**src/design/dbpwm_pkg.sv**
```systemverilog
// Shared widths, codes and word types for the double-buffered four channel PWM.
// Used by double_buffered_four_channel_pwm; no dependencies of its own.
`default_nettype none

package dbpwm_pkg;

  localparam int CMD_W       = 2;
  localparam int DUTY_W      = 8;
  localparam int PERIOD_W    = 16;
  localparam int DIV_W       = 8;
  localparam int EDGE_W      = 16;
  localparam int MODE_W      = 2;
  localparam int DUE_W       = 8;
  localparam int TIME_W      = 32;
  localparam int DRIVE_W     = 4;
  localparam int DUTY_FIELDS = 4;
  localparam int PROD_W      = DUTY_W + PERIOD_W;
  localparam int FS_W        = 10;
  localparam int CFG_INDEX_W = 1;
  localparam int CFG_DATA_W  = 16;

  localparam int FULL_SCALE_DEF = 255;
  localparam int CHANNELS_DEF   = 4;

  localparam logic [PERIOD_W-1:0] PERIOD_RESET = 16'd1000;
  localparam logic [DIV_W-1:0]    DIV_RESET    = 8'd1;
  localparam logic [PERIOD_W-1:0] MIN_PERIOD   = 16'd4;
  localparam logic [EDGE_W-1:0]   MIN_EDGE     = 16'd2;
  localparam logic [DUE_W-1:0]    DUE_MAX      = 8'd255;

  localparam logic [CMD_W-1:0] CMD_TICK   = 2'd0;
  localparam logic [CMD_W-1:0] CMD_SUBMIT = 2'd1;
  localparam logic [CMD_W-1:0] CMD_STOP   = 2'd2;
  localparam logic [CMD_W-1:0] CMD_TAKE   = 2'd3;

  localparam logic [MODE_W-1:0] MODE_OFF  = 2'd0;
  localparam logic [MODE_W-1:0] MODE_FULL = 2'd1;
  localparam logic [MODE_W-1:0] MODE_PWM  = 2'd2;

  localparam logic [CFG_INDEX_W-1:0] CFG_PERIOD  = 1'd0;
  localparam logic [CFG_INDEX_W-1:0] CFG_DIVIDER = 1'd1;

  typedef struct packed {
    logic [CMD_W-1:0]  cmd;
    logic [DUTY_W-1:0] duty_left_b;
    logic [DUTY_W-1:0] duty_left_a;
    logic [DUTY_W-1:0] duty_right_b;
    logic [DUTY_W-1:0] duty_right_a;
  } in_word_t;

  typedef struct packed {
    logic [DRIVE_W-1:0] motor_drive;
    logic               period_start;
    logic [DUE_W-1:0]   control_ticks;
    logic [TIME_W-1:0]  time_ticks;
  } out_word_t;

endpackage

`default_nettype wire

```
**src/design/double_buffered_four_channel_pwm.sv**
```systemverilog
// Double-buffered multi-channel PWM generator with control-tick divider.
// Depends on dbpwm_pkg for widths, codes and the in/out word types.
//
//   channel | ports                          | direction | handshake
//   --------+--------------------------------+-----------+------------------
//   input   | in_valid, in_stall, in_data    | in        | valid/stall
//   result  | out_valid, out_stall, out_data | out       | valid/stall
//   config  | cfg_we, cfg_index, cfg_data    | in        | write enable only
//
// One word a cycle sustained while out_stall is low; an accepted word passes the input then the result register.
// The input register holds duty times period; the second stage scales it by a
// constant reciprocal, updates the PWM state and loads the result register.
// Reset (rst_n low, synchronous) restores the register defaults and clears all
// counters, both frames and both valid flags.
// A stalled result holds the result register; the input register then fills
// and in_stall rises in the same cycle.
`default_nettype none

module double_buffered_four_channel_pwm #(
  parameter int FULL_SCALE = dbpwm_pkg::FULL_SCALE_DEF,
  parameter int CHANNELS   = dbpwm_pkg::CHANNELS_DEF
) (
  input  wire                                  clk,
  input  wire                                  rst_n,
  input  wire                                  in_valid,
  output logic                                 in_stall,
  input  wire  dbpwm_pkg::in_word_t            in_data,
  output logic                                 out_valid,
  input  wire                                  out_stall,
  output dbpwm_pkg::out_word_t                 out_data,
  input  wire                                  cfg_we,
  input  wire  [dbpwm_pkg::CFG_INDEX_W-1:0]    cfg_index,
  input  wire  [dbpwm_pkg::CFG_DATA_W-1:0]     cfg_data
);
  import dbpwm_pkg::*;

  // exact floor division by FULL_SCALE for any product below 2^PROD_W
  localparam int SHIFT     = PROD_W + $clog2(FULL_SCALE);
  localparam int RECIP_W   = PROD_W + 1;
  localparam int SCALED_W  = SHIFT + EDGE_W;
  localparam logic [RECIP_W-1:0] RECIP =
    RECIP_W'((64'd1 << SHIFT) / FULL_SCALE + 64'd1);
  localparam logic [FS_W-1:0] FULL_SCALE_V = FS_W'(FULL_SCALE);

  // configuration
  logic [PERIOD_W-1:0] period_r;
  logic [DIV_W-1:0]    divider_r;
  logic [PERIOD_W-1:0] eff_period;
  logic [PERIOD_W-1:0] last_tick;

  // input register
  logic                s1_valid_r;
  logic [CMD_W-1:0]    s1_cmd_r;
  logic [DUTY_W-1:0]   s1_duty_r [DUTY_FIELDS];
  logic [PROD_W-1:0]   s1_prod_r [DUTY_FIELDS];
  logic [DUTY_W-1:0]   duty_in   [DUTY_FIELDS];
  logic                in_accept;
  logic                s1_adv;

  // PWM state
  logic [PERIOD_W-1:0] tip_r, tip_nxt;
  logic [EDGE_W-1:0]   act_edge_r [CHANNELS];
  logic [EDGE_W-1:0]   act_edge_nxt [CHANNELS];
  logic [MODE_W-1:0]   act_mode_r [CHANNELS];
  logic [MODE_W-1:0]   act_mode_nxt [CHANNELS];
  logic [EDGE_W-1:0]   sh_edge_r [CHANNELS];
  logic [EDGE_W-1:0]   sh_edge_nxt [CHANNELS];
  logic [MODE_W-1:0]   sh_mode_r [CHANNELS];
  logic [MODE_W-1:0]   sh_mode_nxt [CHANNELS];
  logic [EDGE_W-1:0]   map_edge [CHANNELS];
  logic [MODE_W-1:0]   map_mode [CHANNELS];
  logic                sh_pending_r, sh_pending_nxt;
  logic [DIV_W-1:0]    cpc_r, cpc_nxt;
  logic [DUE_W-1:0]    due_r, due_nxt, due_out;
  logic [TIME_W-1:0]   time_r, time_nxt;
  logic                boundary;
  logic [DIV_W-1:0]    cpc_inc;
  logic [DRIVE_W-1:0]  drive_nxt;

  // result register
  logic                out_valid_r;
  out_word_t           out_data_r;

  assign eff_period = (period_r < MIN_PERIOD) ? MIN_PERIOD : period_r;
  assign last_tick  = eff_period - PERIOD_W'(1);

  assign duty_in[0] = in_data.duty_left_b;
  assign duty_in[1] = in_data.duty_left_a;
  assign duty_in[2] = in_data.duty_right_b;
  assign duty_in[3] = in_data.duty_right_a;

  assign s1_adv    = s1_valid_r && (!out_valid_r || !out_stall);
  assign in_stall  = s1_valid_r && out_valid_r && out_stall;
  assign in_accept = in_valid && !in_stall;

  assign out_valid = out_valid_r;
  assign out_data  = out_data_r;

  always_ff @(posedge clk) begin
    if (!rst_n) begin
      period_r  <= PERIOD_RESET;
      divider_r <= DIV_RESET;
    end else if (cfg_we) begin
      case (cfg_index)
        CFG_PERIOD:  period_r  <= cfg_data[PERIOD_W-1:0];
        CFG_DIVIDER: divider_r <= cfg_data[DIV_W-1:0];
        default: ;
      endcase
    end
  end

  always_ff @(posedge clk) begin
    if (!rst_n) begin
      s1_valid_r <= 1'b0;
    end else if (in_accept) begin
      s1_valid_r <= 1'b1;
    end else if (s1_adv) begin
      s1_valid_r <= 1'b0;
    end
  end

  // hold duty and duty*period; the divide by full scale happens next stage
  always_ff @(posedge clk) begin
    if (in_accept) begin
      s1_cmd_r <= in_data.cmd;
      for (int i = 0; i < DUTY_FIELDS; i++) begin
        s1_duty_r[i] <= duty_in[i];
        s1_prod_r[i] <= PROD_W'(duty_in[i]) * PROD_W'(eff_period);
      end
    end
  end

  for (genvar ch = 0; ch < CHANNELS; ch++) begin : g_map
    if (ch < DUTY_FIELDS) begin : g_field
      logic [SCALED_W-1:0] scaled;
      logic [EDGE_W-1:0]   quo;
      logic [EDGE_W-1:0]   clamped;

      assign scaled  = SCALED_W'(s1_prod_r[ch]) * SCALED_W'(RECIP);
      assign quo     = scaled[SHIFT +: EDGE_W];
      assign clamped = (quo < MIN_EDGE) ? MIN_EDGE :
                       (quo > last_tick) ? last_tick : quo;

      always_comb begin
        if (s1_duty_r[ch] == '0) begin
          map_mode[ch] = MODE_OFF;
          map_edge[ch] = '0;
        end else if ({{(FS_W-DUTY_W){1'b0}}, s1_duty_r[ch]} >= FULL_SCALE_V) begin
          map_mode[ch] = MODE_FULL;
          map_edge[ch] = '0;
        end else begin
          map_mode[ch] = MODE_PWM;
          map_edge[ch] = clamped;
        end
      end
    end else begin : g_spare
      assign map_mode[ch] = MODE_OFF;
      assign map_edge[ch] = '0;
    end
  end

  always_comb begin
    boundary       = 1'b0;
    tip_nxt        = tip_r;
    time_nxt       = time_r;
    cpc_nxt        = cpc_r;
    due_nxt        = due_r;
    sh_pending_nxt = sh_pending_r;
    cpc_inc        = cpc_r + DIV_W'(1);
    for (int ch = 0; ch < CHANNELS; ch++) begin
      act_edge_nxt[ch] = act_edge_r[ch];
      act_mode_nxt[ch] = act_mode_r[ch];
      sh_edge_nxt[ch]  = sh_edge_r[ch];
      sh_mode_nxt[ch]  = sh_mode_r[ch];
    end

    case (s1_cmd_r)
      CMD_TICK: begin
        time_nxt = time_r + TIME_W'(1);
        if (tip_r >= last_tick) begin
          boundary = 1'b1;
          tip_nxt  = '0;
          if (sh_pending_r) begin
            sh_pending_nxt = 1'b0;
            for (int ch = 0; ch < CHANNELS; ch++) begin
              act_edge_nxt[ch] = sh_edge_r[ch];
              act_mode_nxt[ch] = sh_mode_r[ch];
            end
          end
          // divider register of zero behaves as one
          if (cpc_inc >= divider_r) begin
            cpc_nxt = '0;
            if (due_r < DUE_MAX) begin
              due_nxt = due_r + DUE_W'(1);
            end
          end else begin
            cpc_nxt = cpc_inc;
          end
        end else begin
          tip_nxt = tip_r + PERIOD_W'(1);
        end
      end
      CMD_SUBMIT: begin
        sh_pending_nxt = 1'b1;
        for (int ch = 0; ch < CHANNELS; ch++) begin
          sh_edge_nxt[ch] = map_edge[ch];
          sh_mode_nxt[ch] = map_mode[ch];
        end
      end
      CMD_STOP: begin
        sh_pending_nxt = 1'b0;
        for (int ch = 0; ch < CHANNELS; ch++) begin
          act_edge_nxt[ch] = '0;
          act_mode_nxt[ch] = MODE_OFF;
          sh_edge_nxt[ch]  = '0;
          sh_mode_nxt[ch]  = MODE_OFF;
        end
      end
      default: ;
    endcase

    // report the count before a take clears it
    due_out = due_nxt;
    if (s1_cmd_r == CMD_TAKE) begin
      due_nxt = '0;
    end
  end

  for (genvar b = 0; b < DRIVE_W; b++) begin : g_drive
    if (b < CHANNELS) begin : g_live
      assign drive_nxt[b] = (act_mode_nxt[b] == MODE_FULL) ||
                            ((act_mode_nxt[b] == MODE_PWM) && (tip_nxt < act_edge_nxt[b]));
    end else begin : g_dead
      assign drive_nxt[b] = 1'b0;
    end
  end

  always_ff @(posedge clk) begin
    if (!rst_n) begin
      tip_r        <= '0;
      sh_pending_r <= 1'b0;
      cpc_r        <= '0;
      due_r        <= '0;
      time_r       <= '0;
      for (int ch = 0; ch < CHANNELS; ch++) begin
        act_edge_r[ch] <= '0;
        act_mode_r[ch] <= MODE_OFF;
        sh_edge_r[ch]  <= '0;
        sh_mode_r[ch]  <= MODE_OFF;
      end
    end else if (s1_adv) begin
      tip_r        <= tip_nxt;
      sh_pending_r <= sh_pending_nxt;
      cpc_r        <= cpc_nxt;
      due_r        <= due_nxt;
      time_r       <= time_nxt;
      for (int ch = 0; ch < CHANNELS; ch++) begin
        act_edge_r[ch] <= act_edge_nxt[ch];
        act_mode_r[ch] <= act_mode_nxt[ch];
        sh_edge_r[ch]  <= sh_edge_nxt[ch];
        sh_mode_r[ch]  <= sh_mode_nxt[ch];
      end
    end
  end

  always_ff @(posedge clk) begin
    if (!rst_n) begin
      out_valid_r <= 1'b0;
    end else if (s1_adv) begin
      out_valid_r <= 1'b1;
    end else if (!out_stall) begin
      out_valid_r <= 1'b0;
    end
  end

  always_ff @(posedge clk) begin
    if (s1_adv) begin
      out_data_r.motor_drive   <= drive_nxt;
      out_data_r.period_start  <= boundary;
      out_data_r.control_ticks <= due_out;
      out_data_r.time_ticks    <= time_nxt;
    end
  end

`ifndef SYNTHESIS
  a_time_only_on_tick: assert property (@(posedge clk) disable iff (!rst_n)
    (s1_adv && (s1_cmd_r != CMD_TICK)) |=> (time_r == $past(time_r)))
    else $error("time count moved on a non-tick word");

  a_start_only_on_tick: assert property (@(posedge clk) disable iff (!rst_n)
    (s1_adv && (s1_cmd_r != CMD_TICK)) |=> !out_data_r.period_start)
    else $error("period start flagged on a non-tick word");

  a_stop_drives_low: assert property (@(posedge clk) disable iff (!rst_n)
    (s1_adv && (s1_cmd_r == CMD_STOP)) |=> ((out_data_r.motor_drive == '0) && !sh_pending_r))
    else $error("outputs or shadow frame not cleared after stop");

  a_stall_needs_full: assert property (@(posedge clk) disable iff (!rst_n)
    in_stall |-> (s1_valid_r && out_valid_r))
    else $error("input stalled with a free stage");
`endif

endmodule

`default_nettype wire
```
**config.mk**
```make
export PLATFORM = sky130hd
export DESIGN_NAME = double_buffered_four_channel_pwm
export DESIGN_NICKNAME = d
export VERILOG_FILES = /design/src/design/dbpwm_pkg.sv /design/src/design/double_buffered_four_channel_pwm.sv
export SDC_FILE = /design/constraint.sdc
export NUM_CORES = 2
export LEC_CHECK = 0
export ABC_AREA = 1
export BUFFER_PORTS_ARGS = -buffer_cell sky130_fd_sc_hd__buf_2
export CORE_ASPECT_RATIO = 1.75
export CORE_MARGIN = 10
export CORE_UTILIZATION = 55
export CTS_BUF_LIST = sky130_fd_sc_hd__clkbuf_8
export DETAILED_ROUTE_END_ITERATION = 7
export PLACE_DENSITY = 0.71
export SETUP_SLACK_MARGIN = 0.3
export SLEW_MARGIN = 10
export SYNTH_ARGS = -nofsm -noshare
export SYNTH_HDL_FRONTEND = slang
export SYNTH_SLANG_ARGS = --single-unit
```
**constraint.sdc**
```tcl
create_clock -name clk -period 10.4 [get_ports clk]
set_clock_uncertainty 0.05 [all_clocks]
set_input_delay 0.52 -clock clk [delete_from_list [all_inputs] [get_ports clk]]
set_output_delay 0.52 -clock clk [all_outputs]
set_load 0.02 [all_outputs]
```
## Word-level counts from Yosys, hierarchy flattened

Memories as Yosys holds them, arrays and structs flattened.
Cells that the tools add are included.

| storage, ports and cells | value |
|---|---|
| memories kept | 6 |
| memory bits (writable) | 272 |
| bits of input ports | 56 |
| logic and storage cells | 181 |
| output and inout bits | 47 |
| bits in registers | 138 |

| operators by class | value |
|---|---|
| multipliers | 8 |
| muxes and demuxes | 71 |
| add/subtract/negate cells | 5 |
| order comparisons | 20 |
| equal/unequal tests | 13 |
| reductions and logical operators | 27 |
| bitwise logic cells | 17 |

Memories:

| memory | depth | width | rd ports | clocked after memory_dff | wr ports | line | RTL |
|---|---|---|---|---|---|---|---|
| s1_prod_r | 4 | 24 | 4 | 0 | 4 | double_buffered_four_channel_pwm.sv:55 | `logic [PROD_W-1:0] s1_prod_r [DUTY_FIELDS];` |
| act_edge_r | 4 | 16 | 4 | 0 | 4 | double_buffered_four_channel_pwm.sv:62 | `logic [EDGE_W-1:0] act_edge_r [CHANNELS];` |
| sh_edge_r | 4 | 16 | 4 | 0 | 4 | double_buffered_four_channel_pwm.sv:66 | `logic [EDGE_W-1:0] sh_edge_r [CHANNELS];` |
| s1_duty_r | 4 | 8 | 4 | 0 | 4 | double_buffered_four_channel_pwm.sv:54 | `logic [DUTY_W-1:0] s1_duty_r [DUTY_FIELDS];` |
| act_mode_r | 4 | 2 | 4 | 0 | 4 | double_buffered_four_channel_pwm.sv:64 | `logic [MODE_W-1:0] act_mode_r [CHANNELS];` |
| sh_mode_r | 4 | 2 | 4 | 0 | 4 | double_buffered_four_channel_pwm.sv:68 | `logic [MODE_W-1:0] sh_mode_r [CHANNELS];` |

Operators by type and width:

| kind | number |
|---|---|
| $mux 16 | 27 |
| $pmux 64 s2 | 2 |
| $mul 24x24->47 const B | 4 |
| $mux 64 | 2 |
| $mul 8x16->24 | 4 |
| $gt 16x16->1 | 4 |
| $lt 16x16->1 | 4 |
| $lt 16x2->1 const B | 4 |
| $mux 8 | 8 |
| $add 32x1->32 const B | 1 |
| $ge 8x8->1 const B | 4 |
| $logic_not 8->1 | 4 |
| $mux 2 | 16 |
| $mux 32 | 1 |
| $pmux 8 s2 | 2 |
| $add 16x1->16 const B | 1 |
| $add 8x1->8 const B | 2 |
| $ge 16x16->1 | 1 |
| $lt 16x3->1 const B | 1 |
| $or 1x1->1 | 16 |
| $sub 16x1->16 const B | 1 |
| $eq 2x2->1 const B | 6 |
| $mux 1 | 12 |
| $eq 2x1->1 const B | 5 |
| other kinds (14) | 29 |

## Logic depth before layout (Yosys ltp)

| depth | value |
|---|---|
| depth in word-level cells | 10 |
| gate-level depth with buffers | 41 |
| depth with buffers taken out | 38 |

## Worst setup path after synthesis

OpenSTA, ideal clock, no wires.

| path | value |
|---|---|
| path kind | input port to flip-flop |
| from | in out_stall |
| to | mem sh_edge_r[0][0] (enable) |
| data required time | 9.748 ns |
| data arrival time | 8.826 ns |
| stages | 6 |
| setup time | 0.602 ns |
| setup slack | 0.922 ns |
| cell sequence | nand2_1 -> inv_1 -> nor2_1 -> clkinv_1 -> clkbuf_1 -> o21ai_0 |

RTL lines:

| element | line | RTL |
|---|---|---|
| from (decl) | double_buffered_four_channel_pwm.sv:29 | `input wire out_stall,` |
| to (decl) | double_buffered_four_channel_pwm.sv:66 |  |

## Worst setup path after layout

| path | value |
|---|---|
| from | reg period_r[8] |
| to | reg out_data_r, in the netlist out_data[43], data pin |

| on the way | value |
|---|---|
| cells in the longest elaborated chain, start to end | 9 |

Ends and longest elaborated chain:

| element | line | RTL |
|---|---|---|
| from (decl) | double_buffered_four_channel_pwm.sv:46 | `logic [PERIOD_W-1:0] period_r;` |
| from (signal assigned) | double_buffered_four_channel_pwm.sv:105 | `CFG_PERIOD: period_r <= cfg_data[PERIOD_W-1:0];` |
| $lt 16x3->1 | double_buffered_four_channel_pwm.sv:84 | `assign eff_period = (period_r < MIN_PERIOD) ? MIN_PERIOD : period_r;` |
| $mux 16 (*) | double_buffered_four_channel_pwm.sv:84 |  |
| $sub 16x1->16 (*) | double_buffered_four_channel_pwm.sv:85 | `assign last_tick = eff_period - PERIOD_W'(1);` |
| $ge 16x16->1 (*) | double_buffered_four_channel_pwm.sv:180 | `if (tip_r >= last_tick) begin` |
| $mux 64, or another cell as far along | double_buffered_four_channel_pwm.sv:180 |  |
| $pmux 64 s2, or another cell as far along | double_buffered_four_channel_pwm.sv:177 | `case (s1_cmd_r)` |
| $lt 16x16->1 / $eq 2x2->1 (equally long branches) | double_buffered_four_channel_pwm.sv:232 | `((act_mode_nxt[b] == MODE_PWM) && (tip_nxt < act_edge_nxt[b]));` |
| $logic_and 1x1->1 | double_buffered_four_channel_pwm.sv:232 |  |
| $logic_or 1x1->1 (*) | double_buffered_four_channel_pwm.sv:231 | `assign drive_nxt[b] = (act_mode_nxt[b] == MODE_FULL) \|\|` |
| net drive_nxt[2] | double_buffered_four_channel_pwm.sv:78 | `logic [DRIVE_W-1:0] drive_nxt;` |
| to (decl) | double_buffered_four_channel_pwm.sv:82 | `out_word_t out_data_r;` |

Mark *: on every way through the listed nets, which the timed path passes. The rest lies on a longest branch.
A chain may end at the register's enable or synchronous reset.

==> impl_metrics.csv <==
group,metric,value,unit
cts,path_clk_slew,0.07,ns
drt,drt_wl_total,140500,um
grt,grt_pass1_vias,42880,
grt,grt-ovfl-total,0,
setup_path,worst_setup_path_start_kind,"flop",
status,failed_checks,"design-rule violations",
finish,final_common_cell,"inv_1",
yosys,syn_inst,6260,
yosys,synth_nets,7719,
timing,tightestPinTransition,1.330,ns
drt,antenna_left,0,
finish,area_delta_synth_final,5.983,%
setup_path,cp_data_arrival_time,7.39,ns
die,die-area,107200,sq um
yosys,yosysUniqueCellTypes,65,
yosys,synth-edff-count,319,
job,maxCapViolCount,0,
yosys,synth-seq-cells,410,
setup_path,endpoint_kind,"flop",
drt,vias,41740,
cts,post_cts_resized,0,
die,design.core.area,93140,sq um
timing,hold_viol,0,
die,num_rows,148,
cts,cts_sinks,410,
yosys,avgSynthCellArea,8.264,sq um
drt,drc,2,
yosys,syn_area,51730,sq um
setup_path,path_buf_inv,5,
setup_path,cp_slowest_cell,"xnor2_1",
timing,period_share,0.6648,
die,die_h,425.7,um
drt,vias_per_cell,5.520,
finish,nets,7759,
die,io_pins,103,
yosys,synth_async_sr_flop_share,0,
cts,cts_hold_buffers,3,
die,start_util,0.5554,
grt,grt_start_max_net_pins,75,
setup_path,crit_type,"flop to flop",
setup_path,max_stage_delay,0.66,ns
finish,final_layout_size_suffix_gt1_frac,0.04879,
finish,final_cell_mix,"inv_1 (1325), nand2_1 (1191), ha_1 (1002)",
timing,fmax,144.6,MHz
cts,cts_root_buf,"clkbuf_8",
setup_path,critical_path.most_common_cell,"nand2_1",
cts,postCtsSetupBuffers,0,
setup_path,worstPathRequired,10.88,ns
timing,setup_slack,3.486,ns
yosys,yosysWarnings,0,
grt,grt_pass1_wl,222700,um
timing,rsz0062_at_grt,"false",
placed_design,hpwl,112000,um
timing,fin_setup_tns,0,ns
cts,insertion_delay,0.70,ns
cts,cts_buffers,67,
grt,grt_usage,0.2626,
min_path,hold_class,"input port to flop",
cts,cts_tree,"built",
drt,drt-wirelength-per-cell,18.58,um
drt,first_iter_violations,2456,
grt,grt_antenna_before_repair,10,
setup_path,path_max_fanout,68,
placed_design,gp_congestion,0.9795,
placed_design,portBuffers,102,
cts,cts_max_level,3,
placed_design,preCtsSetupSlack,3.540,ns
drt,dr.pass1.iters,8,
setup_path,cp_top_family,"simple AND/OR/NAND/NOR gates",
yosys,seq_area_frac_synth,0.2204,
cts,clockBufferDepth,3,
status,status,"finished with violations",
timing,final_max_slew_viol_count,0,
timing,max_slew_margin,0.1052,
yosys,ys.flop_type,"edfxtp_1",
timing,finalCriticalPeriod,6.914,ns
die,die_x,251.8,um
timing,setup-violations-final,0,
==> worst register-to-register path, delay by kind of cell, from the launching register on <==
family | cells | cell delay (ns)
DFF | 1 | 0.31
AOI/OAI and AO/OA | 7 | 1.05
buffers and inverters | 5 | 1.38
and+or+nand+nor | 20 | 2.31
adders and majority gates | 3 | 0.97
xor gates and xnor gates | 1 | 0.66
==> registers in the layout (all words and copies together), names as in the netlist <==
| name | flops |
|---|---|
| tip_r | 16 |
| sh_mode_r | 8 |
| s1_prod_r | 96 |
| due_r | 8 |
| divider_r | 8 |
| time_r | 32 |
| s1_valid_r | 1 |
| s1_cmd_r | 2 |
| sh_edge_r | 64 |
| period_r | 16 |
| out_data | 45 |
| s1_duty_r | 32 |
| cpc_r | 8 |
| act_edge_r | 64 |
| out_valid | 1 |
| sh_pending_r | 1 |
| act_mode_r | 8 |
==> cells in the mapped netlist (6+ instances only) <==
| master | count | area [sq um] |
|---|---|---|
| or2_2 | 7 | 43.79 |
| o21bai_1 | 10 | 75.07 |
| a21oi_1 | 354 | 1772 |
| edfxtp_1 | 319 | 9579 |
| nand2_2 | 6 | 37.54 |
| a211oi_1 | 22 | 165.2 |
| ha_1 | 1003 | 12550 |
| o22ai_1 | 18 | 112.6 |
| buf_2 | 15 | 75.07 |
| nor3_1 | 50 | 250.2 |
| nand4_1 | 34 | 212.7 |
| fa_1 | 400 | 8008 |
| nor2_2 | 8 | 50.05 |
| inv_2 | 11 | 41.29 |
| nand2_4 | 8 | 90.09 |
| nand3_1 | 146 | 730.7 |
| nand2_1 | 1193 | 4478 |
| o21ai_0 | 175 | 875.8 |
| o221ai_1 | 12 | 105.1 |
| buf_4 | 18 | 135.1 |
| clkbuf_1 | 130 | 488.0 |
| nor2_1 | 411 | 1543 |
| nor4_1 | 21 | 131.4 |
| nand3b_1 | 8 | 60.06 |
| o21a_1 | 15 | 112.6 |
| a31oi_1 | 22 | 137.6 |
| dfxtp_1 | 91 | 1822 |
| o21ai_1 | 170 | 850.8 |
| a21boi_0 | 8 | 60.06 |
| inv_1 | 1317 | 4943 |
| a21o_1 | 20 | 150.1 |
| o211ai_1 | 14 | 105.1 |
| xor2_1 | 126 | 1104 |
| xnor2_1 | 40 | 350.3 |
==> worst paths after layout <==
kind                              startpoint      endpoint  slack [ns]  depth (start not counted)
worst max-delay path             period_r[8]  out_data[43]        3.49                         36
worst min-delay path               cfg_index  divider_r[0]        0.06                          3
worst max register to register   period_r[8]  out_data[43]        3.49                         36
worst min register to register  divider_r[7]  divider_r[7]        0.41                          2
==> cells by family after synthesis <==
logic type	Yosys count	synth area share
flip-flops	410	0.2204
adder cells (fa/ha/maj)	1403	0.3974
AO/OA/AOI/OAI	864	0.09149
XOR/XNOR	166	0.02810
buffers and inverters	1504	0.1114
AND/OR/NAND/NOR	1913	0.1512
==> metal layers <==
metal / part of all wire / global-route usage / up-vias
li1: - / - / 20190
met1: 0.37 / 0.2799 / 19970
met2: 0.52 / 0.4907 / 1162
met3: 0.050 / 0.03450 / 419
met4: 0.062 / 0.1471 / 4
met5: 0.00016 / 0 / -
==> stage by stage <==
stage                     area (sq um)  instances  hold WS, ns    util
after floorplan                  51730       6260       0.3853       -
after global placement           53310       7428       0.3995  0.5724
after detailed placement         53310       7428       0.4068  0.5724
after CTS                        54810       7554      0.01852  0.5885
after global routing             54820       7557      0.06742  0.5885
final                            54830       7561      0.05938  0.5886
==> cell type report <==
type | instances | area, sq um
clock inverter | 54 | 519.2
fill | 8309 | 38320
timing repair buffer | 142 | 818.3
clock buffer | 69 | 949.7
sequential | 410 | 11410
tap | 1200 | 1501
antenna | 7 | 17.52
multi-input combinational | 4346 | 34610
inverter | 1333 | 5010
Power is left out: the tool's default activity adds up to more than one toggle a clock period on the data nets, which glitch-free logic cannot reach.
